[src/rtl/html_esc_pkg.sv]
// Package for the HTML entity escaper: entity codes and the entity
// character table. No dependencies.
`default_nettype none

package html_esc_pkg;

  // Byte codes of the special characters
  localparam logic [7:0] ChQuot = 8'h22;
  localparam logic [7:0] ChApos = 8'h27;
  localparam logic [7:0] ChLt   = 8'h3C;
  localparam logic [7:0] ChGt   = 8'h3E;
  localparam logic [7:0] ChAmp  = 8'h26;
  localparam logic [7:0] ChBsol = 8'h5C;
  localparam logic [7:0] ChNul  = 8'h00;

  // Which replacement a source byte takes; ENT_NONE is a plain byte
  typedef enum logic [2:0] {
    ENT_NONE,
    ENT_QUOT,
    ENT_APOS,
    ENT_LT,
    ENT_GT,
    ENT_AMP,
    ENT_BSOL
  } ent_e;

  typedef logic [2:0] ent_idx_t;

  function automatic ent_e ent_of(input logic [7:0] c);
    ent_e e;
    unique case (c)
      ChQuot:  e = ENT_QUOT;
      ChApos:  e = ENT_APOS;
      ChLt:    e = ENT_LT;
      ChGt:    e = ENT_GT;
      ChAmp:   e = ENT_AMP;
      ChBsol:  e = ENT_BSOL;
      default: e = ENT_NONE;
    endcase
    return e;
  endfunction

  // Number of output bytes for an item of the given kind
  function automatic ent_idx_t ent_len(input ent_e e);
    ent_idx_t n;
    unique case (e)
      ENT_QUOT, ENT_APOS, ENT_BSOL: n = 3'd6;
      ENT_LT, ENT_GT:               n = 3'd4;
      ENT_AMP:                      n = 3'd5;
      default:                      n = 3'd1;
    endcase
    return n;
  endfunction

  // Character at position idx of an entity
  function automatic logic [7:0] ent_char(input ent_e e, input ent_idx_t idx);
    logic [7:0] ch;
    ch = 8'h3F;
    if (idx == 3'd0) begin
      ch = "&";
    end else begin
      unique case (e)
        ENT_QUOT: begin
          unique case (idx)
            3'd1: ch = "q";
            3'd2: ch = "u";
            3'd3: ch = "o";
            3'd4: ch = "t";
            default: ch = ";";
          endcase
        end
        ENT_APOS: begin
          unique case (idx)
            3'd1: ch = "a";
            3'd2: ch = "p";
            3'd3: ch = "o";
            3'd4: ch = "s";
            default: ch = ";";
          endcase
        end
        ENT_BSOL: begin
          unique case (idx)
            3'd1: ch = "b";
            3'd2: ch = "s";
            3'd3: ch = "o";
            3'd4: ch = "l";
            default: ch = ";";
          endcase
        end
        ENT_LT: begin
          unique case (idx)
            3'd1: ch = "l";
            3'd2: ch = "t";
            default: ch = ";";
          endcase
        end
        ENT_GT: begin
          unique case (idx)
            3'd1: ch = "g";
            3'd2: ch = "t";
            default: ch = ";";
          endcase
        end
        ENT_AMP: begin
          unique case (idx)
            3'd1: ch = "a";
            3'd2: ch = "m";
            3'd3: ch = "p";
            default: ch = ";";
          endcase
        end
        default: ch = 8'h3F;
      endcase
    end
    return ch;
  endfunction

endpackage

`default_nettype wire

[src/rtl/html_entity_escape.sv]
// Top level of the HTML entity escaper: fit check, write count and the
// output register that plays out entity bytes. Depends on html_esc_pkg.
//
// channel | direction | handshake           | payload
// src     | in        | src_valid_i/stall_o | src_byte_i
// out     | out       | out_valid_o/stall_i | out_byte_o, run_last_o, truncated_o
// cfg     | in        | cfg_valid_i/ready_o | cfg_dest_size_i
//
// A plain byte or the terminator puts a single byte in the output register;
// an entity of L bytes holds it, stalling the source, until all L have left.
// Dropped bytes are taken one per cycle while the source is not stalled. The
// output register is the only stage: a request is taken while the last byte
// of the previous one leaves. Reset clears the count, the flag and the output
// valid; dest_size is 4096. cfg_ready_o is always high.
`default_nettype none

module html_entity_escape #(
  parameter int COUNT_BITS = 16
) (
  input  wire logic        clk_i,
  input  wire logic        rst_ni,
  input  wire logic        src_valid_i,
  output logic             src_stall_o,
  input  wire logic [7:0]  src_byte_i,
  input  wire logic        cfg_valid_i,
  output logic             cfg_ready_o,
  input  wire logic [15:0] cfg_dest_size_i,
  output logic             out_valid_o,
  input  wire logic        out_stall_i,
  output logic [7:0]       out_byte_o,
  output logic             run_last_o,
  output logic             truncated_o
);

  localparam int SumBits = ((COUNT_BITS > 16) ? COUNT_BITS : 16) + 1;
  localparam logic [COUNT_BITS-1:0] CountMax = {COUNT_BITS{1'b1}};

  // Configuration register
  logic [15:0] dest_size_q;
  assign cfg_ready_o = 1'b1;

  always_ff @(posedge clk_i or negedge rst_ni) begin
    if (!rst_ni) begin
      dest_size_q <= 16'd4096;
    end else if (cfg_valid_i) begin
      dest_size_q <= cfg_dest_size_i;
    end
  end

  // String state
  logic [COUNT_BITS-1:0] count_q, count_d;
  logic                  trunc_q, trunc_d;

  // Output register
  logic                   valid_q, valid_d;
  html_esc_pkg::ent_e     kind_q, kind_d;
  logic [7:0]             byte_q, byte_d;
  html_esc_pkg::ent_idx_t len_q, len_d;
  html_esc_pkg::ent_idx_t idx_q, idx_d;
  logic                   otrunc_q, otrunc_d;

  logic last_byte, out_pop, src_acc;

  assign last_byte   = (idx_q == len_q - 3'd1);
  assign out_pop     = valid_q && !out_stall_i;
  assign src_stall_o = valid_q && !(last_byte && !out_stall_i);
  assign src_acc     = src_valid_i && !src_stall_o;

  // Decode and fit check of the incoming byte
  html_esc_pkg::ent_e     in_kind;
  html_esc_pkg::ent_idx_t in_len;
  html_esc_pkg::ent_idx_t in_extra;
  logic [SumBits-1:0]     need;
  logic                   fits;
  logic [COUNT_BITS:0]    count_sum;
  logic [COUNT_BITS-1:0]  count_sat;

  always_comb begin
    in_kind   = html_esc_pkg::ent_of(src_byte_i);
    in_len    = html_esc_pkg::ent_len(in_kind);
    // an entity needs its length plus two, a plain byte needs two
    in_extra  = (in_kind == html_esc_pkg::ENT_NONE) ? 3'd0 : in_len;
    need      = SumBits'(count_q) + SumBits'(in_extra) + SumBits'(2);
    fits      = (need <= SumBits'(dest_size_q));
    count_sum = {1'b0, count_q} + (COUNT_BITS+1)'(in_len);
    count_sat = count_sum[COUNT_BITS] ? CountMax : count_sum[COUNT_BITS-1:0];
  end

  // Next state
  always_comb begin
    count_d  = count_q;
    trunc_d  = trunc_q;
    valid_d  = valid_q;
    kind_d   = kind_q;
    byte_d   = byte_q;
    len_d    = len_q;
    idx_d    = idx_q;
    otrunc_d = otrunc_q;

    // drain the output register
    if (out_pop) begin
      if (last_byte) begin
        valid_d = 1'b0;
      end else begin
        idx_d = idx_q + 3'd1;
      end
    end

    // take a request
    if (src_acc) begin
      priority if (src_byte_i == html_esc_pkg::ChNul) begin
        valid_d  = 1'b1;
        kind_d   = html_esc_pkg::ENT_NONE;
        byte_d   = html_esc_pkg::ChNul;
        len_d    = 3'd1;
        idx_d    = 3'd0;
        otrunc_d = trunc_q;
        count_d  = '0;
        trunc_d  = 1'b0;
      end else if (trunc_q) begin
        // dropped after truncation
      end else if (!fits) begin
        trunc_d = 1'b1;
      end else begin
        valid_d  = 1'b1;
        kind_d   = in_kind;
        byte_d   = src_byte_i;
        len_d    = in_len;
        idx_d    = 3'd0;
        otrunc_d = 1'b0;
        count_d  = count_sat;
      end
    end
  end

  always_ff @(posedge clk_i or negedge rst_ni) begin
    if (!rst_ni) begin
      count_q <= '0;
      trunc_q <= 1'b0;
      valid_q <= 1'b0;
      idx_q   <= '0;
      len_q   <= 3'd1;
    end else begin
      count_q <= count_d;
      trunc_q <= trunc_d;
      valid_q <= valid_d;
      idx_q   <= idx_d;
      len_q   <= len_d;
    end
  end

  // payload, no reset
  always_ff @(posedge clk_i) begin
    kind_q   <= kind_d;
    byte_q   <= byte_d;
    otrunc_q <= otrunc_d;
  end

  // Output drive
  assign out_valid_o = valid_q;
  assign out_byte_o  = (kind_q == html_esc_pkg::ENT_NONE) ? byte_q
                       : html_esc_pkg::ent_char(kind_q, idx_q);
  assign run_last_o  = last_byte;
  assign truncated_o = otrunc_q;

  // Checks
  a_mid_entity_stalls: assert property (@(posedge clk_i) disable iff (!rst_ni)
    valid_q && !last_byte |-> src_stall_o)
    else $error("source taken while an entity is still playing out");

  a_term_clears: assert property (@(posedge clk_i) disable iff (!rst_ni)
    src_acc && (src_byte_i == html_esc_pkg::ChNul) |=> (count_q == '0) && !trunc_q)
    else $error("terminator did not clear count and flag");

  a_idx_steps: assert property (@(posedge clk_i) disable iff (!rst_ni)
    out_pop && !last_byte |=> valid_q && (idx_q == $past(idx_q) + 3'd1))
    else $error("entity byte index did not advance");

endmodule

`default_nettype wire
[config.mk]
export PLATFORM = sky130hd
export DESIGN_NAME = html_entity_escape
export DESIGN_NICKNAME = d
export VERILOG_FILES = /design/src/rtl/html_esc_pkg.sv /design/src/rtl/html_entity_escape.sv
export SDC_FILE = /design/constraint.sdc
export NUM_CORES = 1
export LEC_CHECK = 0
export ABC_AREA = 1
export ABC_CLOCK_PERIOD_IN_PS = 3400
export BUFFER_PORTS_ARGS = -buffer_cell sky130_fd_sc_hd__buf_2
export CAP_MARGIN = 30
export CORE_MARGIN = 2
export CORE_UTILIZATION = 54
export CTS_BUF_LIST = sky130_fd_sc_hd__clkbuf_4 sky130_fd_sc_hd__clkbuf_8 sky130_fd_sc_hd__clkbuf_16
export DETAILED_ROUTE_END_ITERATION = 12
export MAX_ROUTING_LAYER = met4
export PLACE_DENSITY = 0.77
export SYNTH_ARGS = -nofsm -noshare
export SYNTH_HDL_FRONTEND = slang
export SYNTH_SLANG_ARGS = --single-unit
[constraint.sdc]
create_clock -name clk_i -period 3.4 [get_ports clk_i]
set_clock_uncertainty 0.05 [all_clocks]
set_input_delay 0.68 -clock clk_i [delete_from_list [all_inputs] [get_ports clk_i]]
set_output_delay 0.68 -clock clk_i [all_outputs]
set_load 0.02 [all_outputs]
-- Word level (Yosys, flattened, before mapping)
Index checks and enable logic that the tools add are counted.
- input bits: 29
- register bits after elaboration: 52
- logic and storage cells: 95
- output and inout bits: 13
- multiplexer cells: 41
- equal/unequal tests: 24
- reduce and logical (&&, ||, !) cells: 15
- $lt $le $gt $ge: 1
- add/sub/neg operators: 5
- operators by type and width (cell ; number):
    $pmux 7 s4 ; 3
    $mux 16 ; 4
    $pmux 8 s6 ; 1
    $eq 8x6->1 const B ; 5
    $mux 3 ; 12
    $add 16x3->17 ; 2
    $mux 8 ; 4
    $pmux 7 s2 ; 2
    $eq 3x3->1 const B ; 7
    $pmux 7 s3 ; 1
    $eq 3x2->1 const B ; 6
    $pmux 3 s6 ; 1
    $add 17x2->17 const B ; 1
    $le 17x16->1 ; 1
    $mux 1 ; 12
    $eq 3x1->1 const B ; 3
    $logic_not 3->1 ; 3
    $pmux 3 s3 ; 1
    $eq 8x7->1 const B ; 1
    $logic_not 8->1 ; 1
    $logic_and 1x1->1 ; 4
    $add 3x1->3 const B ; 1
    $eq 3x3->1 ; 1
    $logic_not 1->1 ; 3
    6 further kinds ; 6

-- Depth between registers and ports, before layout
- depth in word-level cells: 13
- depth in mapped cells: 34
- gate-level depth less buffers: 33

-- Least setup slack after synthesis
Ideal clock, no wire load.
- path kind: input port to flip-flop
- from: input src_byte_i[7]
- to: register byte_q[0] (enable)
- path buffers: 0
- slack: -1190 ps
- data arrival time: 4221 ps
- cell stages on the path: 32
- library setup time: 319 ps
- data required time: 3031 ps
- cells stage by stage: nor2_1 -> nand3_1 -> nor2_1 -> inv_1 -> nor2_1 -> inv_1 -> or2_1 -> nand2_1 -> inv_1 -> ha_1 -> inv_1 -> ha_1 -> clkinv_1 -> fa_1 -> inv_1 -> a21oi_1 -> nor2_1 -> nand2_1 -> xor2_1 -> inv_1 -> ha_1 -> nand2_1 -> nor2_1 -> nand3b_1 -> nand3_1 -> nand2_1 -> nand2_1 -> nand2_1 -> nand2_1 -> nand3_2 -> nand3_4 -> inv_2
- word-level cells in the longest chain between the ends: 11
- elaborated cells between the ends (all ways): 25
- those cells by class: add/sub (2); order compare (1); eq/ne (13); mux (3); reduce/logical (6)
- RTL lines (element ; line ; source):
    from (decl) ; html_entity_escape.sv:24 ; input wire logic [7:0] src_byte_i,
    $eq 8x7->1 or $eq 8x6->1 (tied branches) ; html_esc_pkg.sv:31 ; unique case (c)
    $pmux 3 s6 ; html_esc_pkg.sv:31 ;
    $eq 3x1->1 (tied with other cells) ; html_esc_pkg.sv:46 ; unique case (e)
    $reduce_or 3->1 or $reduce_or 2->1 (tied branches) ; html_esc_pkg.sv:46 ;
    $pmux 3 s3 ; html_esc_pkg.sv:46 ;
    $mux 3 ; html_entity_escape.sv:82 ; in_extra = (in_kind == html_esc_pkg::ENT_NONE) ? 3'd0 : in_len;
    $add 16x3->17 ; html_entity_escape.sv:83 ; need = SumBits'(count_q) + SumBits'(in_extra) + SumBits'(2);
    $add 17x2->17 ; html_entity_escape.sv:83 ;
    $le 17x16->1 ; html_entity_escape.sv:84 ; fits = (need <= SumBits'(dest_size_q));
    $reduce_bool 2->1 (no source line) ; - ;
    $reduce_and 3->1 (no source line) (*) ; - ;
    to (signal assigned) ; html_entity_escape.sv:155 ; byte_q <= byte_d;
    to (decl) ; html_entity_escape.sv:57 ; logic [7:0] byte_q, byte_d;
Mark *: on every way between the ends. The rest lies on a longest branch, timed or not.
A chain may end at the register's enable or synchronous reset.

-- Worst setup path in the final report
- from: input src_byte_i[1]
- to: register count_q[6]
- word-level cells in the longest chain between the ends: 11
- elaborated cells between the ends (all ways): 30
- those cells by class: add/sub (3); order compare (1); eq/ne (13); mux (7); reduce/logical (6)
- RTL lines (element ; line ; source):
    $eq 8x7->1 or $eq 8x6->1 (tied branches) ; html_esc_pkg.sv:31 ;
    $pmux 3 s6 ; html_esc_pkg.sv:31 ;
    $eq 3x1->1 (tied with other cells) ; html_esc_pkg.sv:46 ;
    $reduce_or 3->1 or $reduce_or 2->1 (tied branches) ; html_esc_pkg.sv:46 ;
    $pmux 3 s3 ; html_esc_pkg.sv:46 ;
    $mux 3 ; html_entity_escape.sv:82 ;
    $add 16x3->17 ; html_entity_escape.sv:83 ;
    $add 17x2->17 ; html_entity_escape.sv:83 ;
    $le 17x16->1 ; html_entity_escape.sv:84 ;
    $reduce_bool 2->1 (no source line) ; - ;
    $reduce_and 3->1 (no source line) ; - ;
    to (signal assigned) ; html_entity_escape.sv:144 ; count_q <= count_d;
    to (decl) ; html_entity_escape.sv:51 ; logic [COUNT_BITS-1:0] count_q, count_d;
Several ways; a longest one is shown, not always the timed one. The select of a mux whose other input is x is not followed.

==> summary.txt <==
Timing
  – Final setup viols: 36
  – Hold WS: 0.4355 ns
  – Period utilization: 1.281
  – Worst Tran Pin Value: 0.8993 ns
  – Unrepaired setup endpoints after global routing: yes
  – Fmax achieved: 229.6 MHz
  – Endpoints failing hold: 0
  – Final Critical Period: 4.356 ns
  – Min setup slack post-route: -0.9563 ns
  – Fin. max-slew vios: 0
  – Worst slew margin: 0.4005

Setup path
  – CP Buf/Inv Count: 10
  – Worst path arrival time: 4.57 ns
  – Worst path max stage delay: 0.38 ns
  – Endpoint class of the critical path: flop
  – Crit start category: primary input
  – Worst r2r path cells: 26
  – Cell family with most CP delay: simple AND/OR/NAND/NOR gates
  – CP max-delay cell: fa_2
  – Worst Path Max Fanout: 6
  – Crit path kind: in2reg
  – Worst EP required: 3.61 ns
  – WP depth: 34
  – Cell mode on critical path: nand2_1

Floorplan
  – Row Count: 32
  – IO Pins: 42
  – Die Area: 0.008473 sq mm
  – Core ar.: 0.007607 sq mm
  – Initial Util: 0.5503
  – Die Ht: 92.05 microns
  – Die W: 92.05 microns

Logic synthesis
  – Mean Syn Cell Area: 7.206 sq um
  – Post-synth top area cell: dfrtp_1
  – Syn Inst Count: 581
  – Yosys cell types: 49
  – Asr flop ratio synth: 0.7692
  – Most frequent cell after synthesis: nand2_1
  – Ys flop type: dfrtp_1
  – Synthesized Nets: 644
  – Post-synth EDFFs: 12
  – Sequential share of the synthesized area: 0.3258
  – #FFs+latches synth: 52
  – Syn. warnings: 0
  – Post-synthesis cell area: 0.004187 sq mm
  – Main area contributors after synthesis: dfrtp_1, nand2_1, ha_1, edfxtp_1, inv_1
  – Post-synth top area share: 0.2271
  – Synth cell count leaders: nand2_1, inv_1, nor2_1

Pwr
  – Pleak: 2.792 nW
  – Total power: 2.617 mW
  – PD cells: 499.7 mW/mm^2
  – Worst VDD drop: 0.0002392 V

Global routing
  – GRT Resource Usage Total: 0.2665
  – First-pass GRT wire length: 17820 microns
  – Gr ovfl total: 0
  – Number of global-route vias before repair: 4060
  – Pin count of the biggest net entering global routing: 41
  – Initial antenna violation count: 0

Finish
  – Multi-input gate area: 0.002560 sq mm
  – Fill cell total of the finished layout: 616
  – Post-route insts no fill: 767
  – Area occupied by registers: 0.001364 sq mm
  – Cell area after layout: 0.005236 sq mm
  – Fin util: 0.6883
  – Area grow syn2layout: 25.07%
  – Share of cells above drive strength 1: 0.2887
  – Nets: 727
  – N_diodes: 0

Clock network
  – H-Tree Depth: 2
  – CTS root buf: clkbuf_8
  – TritonCTS buffer count: 5
  – Clk buf depth: 2
  – Clock-pin slew on the worst setup and hold paths: 0.10 ns
  – Hold buffers post-CTS: 0
  – Clock sinks: 52
  – Clock Latency Late Sink: 0.31 ns
  – CTS tree: done

Job
  – Max_cap viols: 0

Route
  – Routed WL: 10700 microns
  – Drt initial violations: 267
  – Final ANT Viol Nets: 0
  – Via/cell ratio: 5.347
  – First-pass DRT Iterations: 5
  – Post-route DRC: 0
  – Wirelength per Cell: 13.95 microns
  – Vias: 4101

Status
  – Status: finished with violations
  – Failing checks: setup timing

Min path
  – Worst Hold Class: in2async

Place
  – Detailed placement HPWL: 7548 microns
  – # port buffers: 40
  – Placed Cells: 748
  – Placer Congestion: 0.9807
  – DP Area: 0.004786 sq mm
## sequential cells by signal, indices dropped and copies added (netlist names)
| name | flops |
|---|---|
| len_q | 3 |
| count_q | 16 |
| idx_q | 3 |
| dest_size_q | 16 |
| trunc_q | 1 |
| byte_q | 8 |
| out_valid_o | 1 |
| kind_q | 3 |
| truncated_o | 1 |
## worst paths after layout
kind                                         endpoint                    from  slack [ns]
max                            count_q[6]$_DFFE_PN0P_           src_byte_i[1]       -0.96
min                        dest_size_q[9]$_DFFE_PN0P_                  rst_ni        0.44
max reg2reg                    count_q[6]$_DFFE_PN0P_  count_q[1]$_DFFE_PN0P_       -0.08
min reg2reg                      len_q[0]$_DFFE_PN1P_    len_q[0]$_DFFE_PN1P_        0.46
max in group asynchronous      count_q[1]$_DFFE_PN0P_                  rst_ni        2.30
min in group clk_i               len_q[0]$_DFFE_PN1P_    len_q[0]$_DFFE_PN1P_        0.46
## worst register-to-register path, delay by kind of cell (launching register included)
family | cells | cell delay [ns]
buf+inv | 8 | 0.82
compound gates | 1 | 0.07
xor+xnor | 1 | 0.17
simple gates | 12 | 0.94
flops | 1 | 0.39
fa+ha+maj | 4 | 1.01
## stage by stage
stage | TNS (ns) | setup slack, ns
after floorplan | -35.91 | -1.032
after global placement | -42.87 | -1.203
after detailed placement | -47.96 | -1.348
after CTS | -32.78 | -0.9254
after global routing | -43.81 | -1.239
final | -33.45 | -0.9563
## power by group
part | total [mW] | leakage (nW) | switching, mW | internal, mW
logic | 1.38 | 2.13 | 0.836 | 0.549
registers | 0.861 | 0.614 | 0.115 | 0.747
clock network | 0.371 | 0.0489 | 0.217 | 0.153
## final cells by class
type	instances	share of cell area
Clock buffer	6	0.01458
Tap cell	102	0.02437
Sequential cell	52	0.2605
Timing Repair Buffer	100	0.1386
Clock inverter	2	0.002151
Multi-Input combinational cell	411	0.4889
Inverter	93	0.06930
Timing Repair inverter	1	0.001673
## cell usage in the layout, fill, tap and decap left out, types with 8 or more instances in the layout
cell type  instances
nand2_2           26
dfrtp_1           38
edfxtp_1          12
a21oi_1           15
nor2_1            42
xor2_1            14
nand3_1           23
nand4_1           26
inv_1             79
nor3_1             9
o21ai_0           30
nor2_4             8
nand2_1          129
buf_4             56
buf_2             38
ha_1              26
inv_2             10
## cells by family (layout without fill, tap and decap cells)
family	after synthesis	in the layout	synth area share
AOI/OAI and AO/OA	66	66	0.08787
muxes	2	2	0.005379
and+or+nand+nor	287	287	0.3105
adders and majority gates	34	34	0.1052
xor gates and xnor gates	21	21	0.04393
buffers and inverters	118	202	0.1204
other	1	1	0.0008957
DFF	52	52	0.3258
## layer usage
metal / track usage / vias up / share of wire
met1: 0.3189 / 1933 / 0.42
li1: - / 2018 / -
met4: 0.08582 / 0 / 0.017
met2: 0.4706 / 132 / 0.52
met3: 0.03040 / 18 / 0.042
met5: - / - / 0
## timing repair
| item | 4_1_cts | 5_1_grt |
|---|---|---|
| cloned | 3 | 1 |
| buffers inserted | 6 | 5 |
| setup endpoints to repair | 36 | 36 |
| pin swaps | 24 | 25 |
| gates resized for setup | 28 | 38 |
No activity file was read; power rests on OpenSTA's default activity.
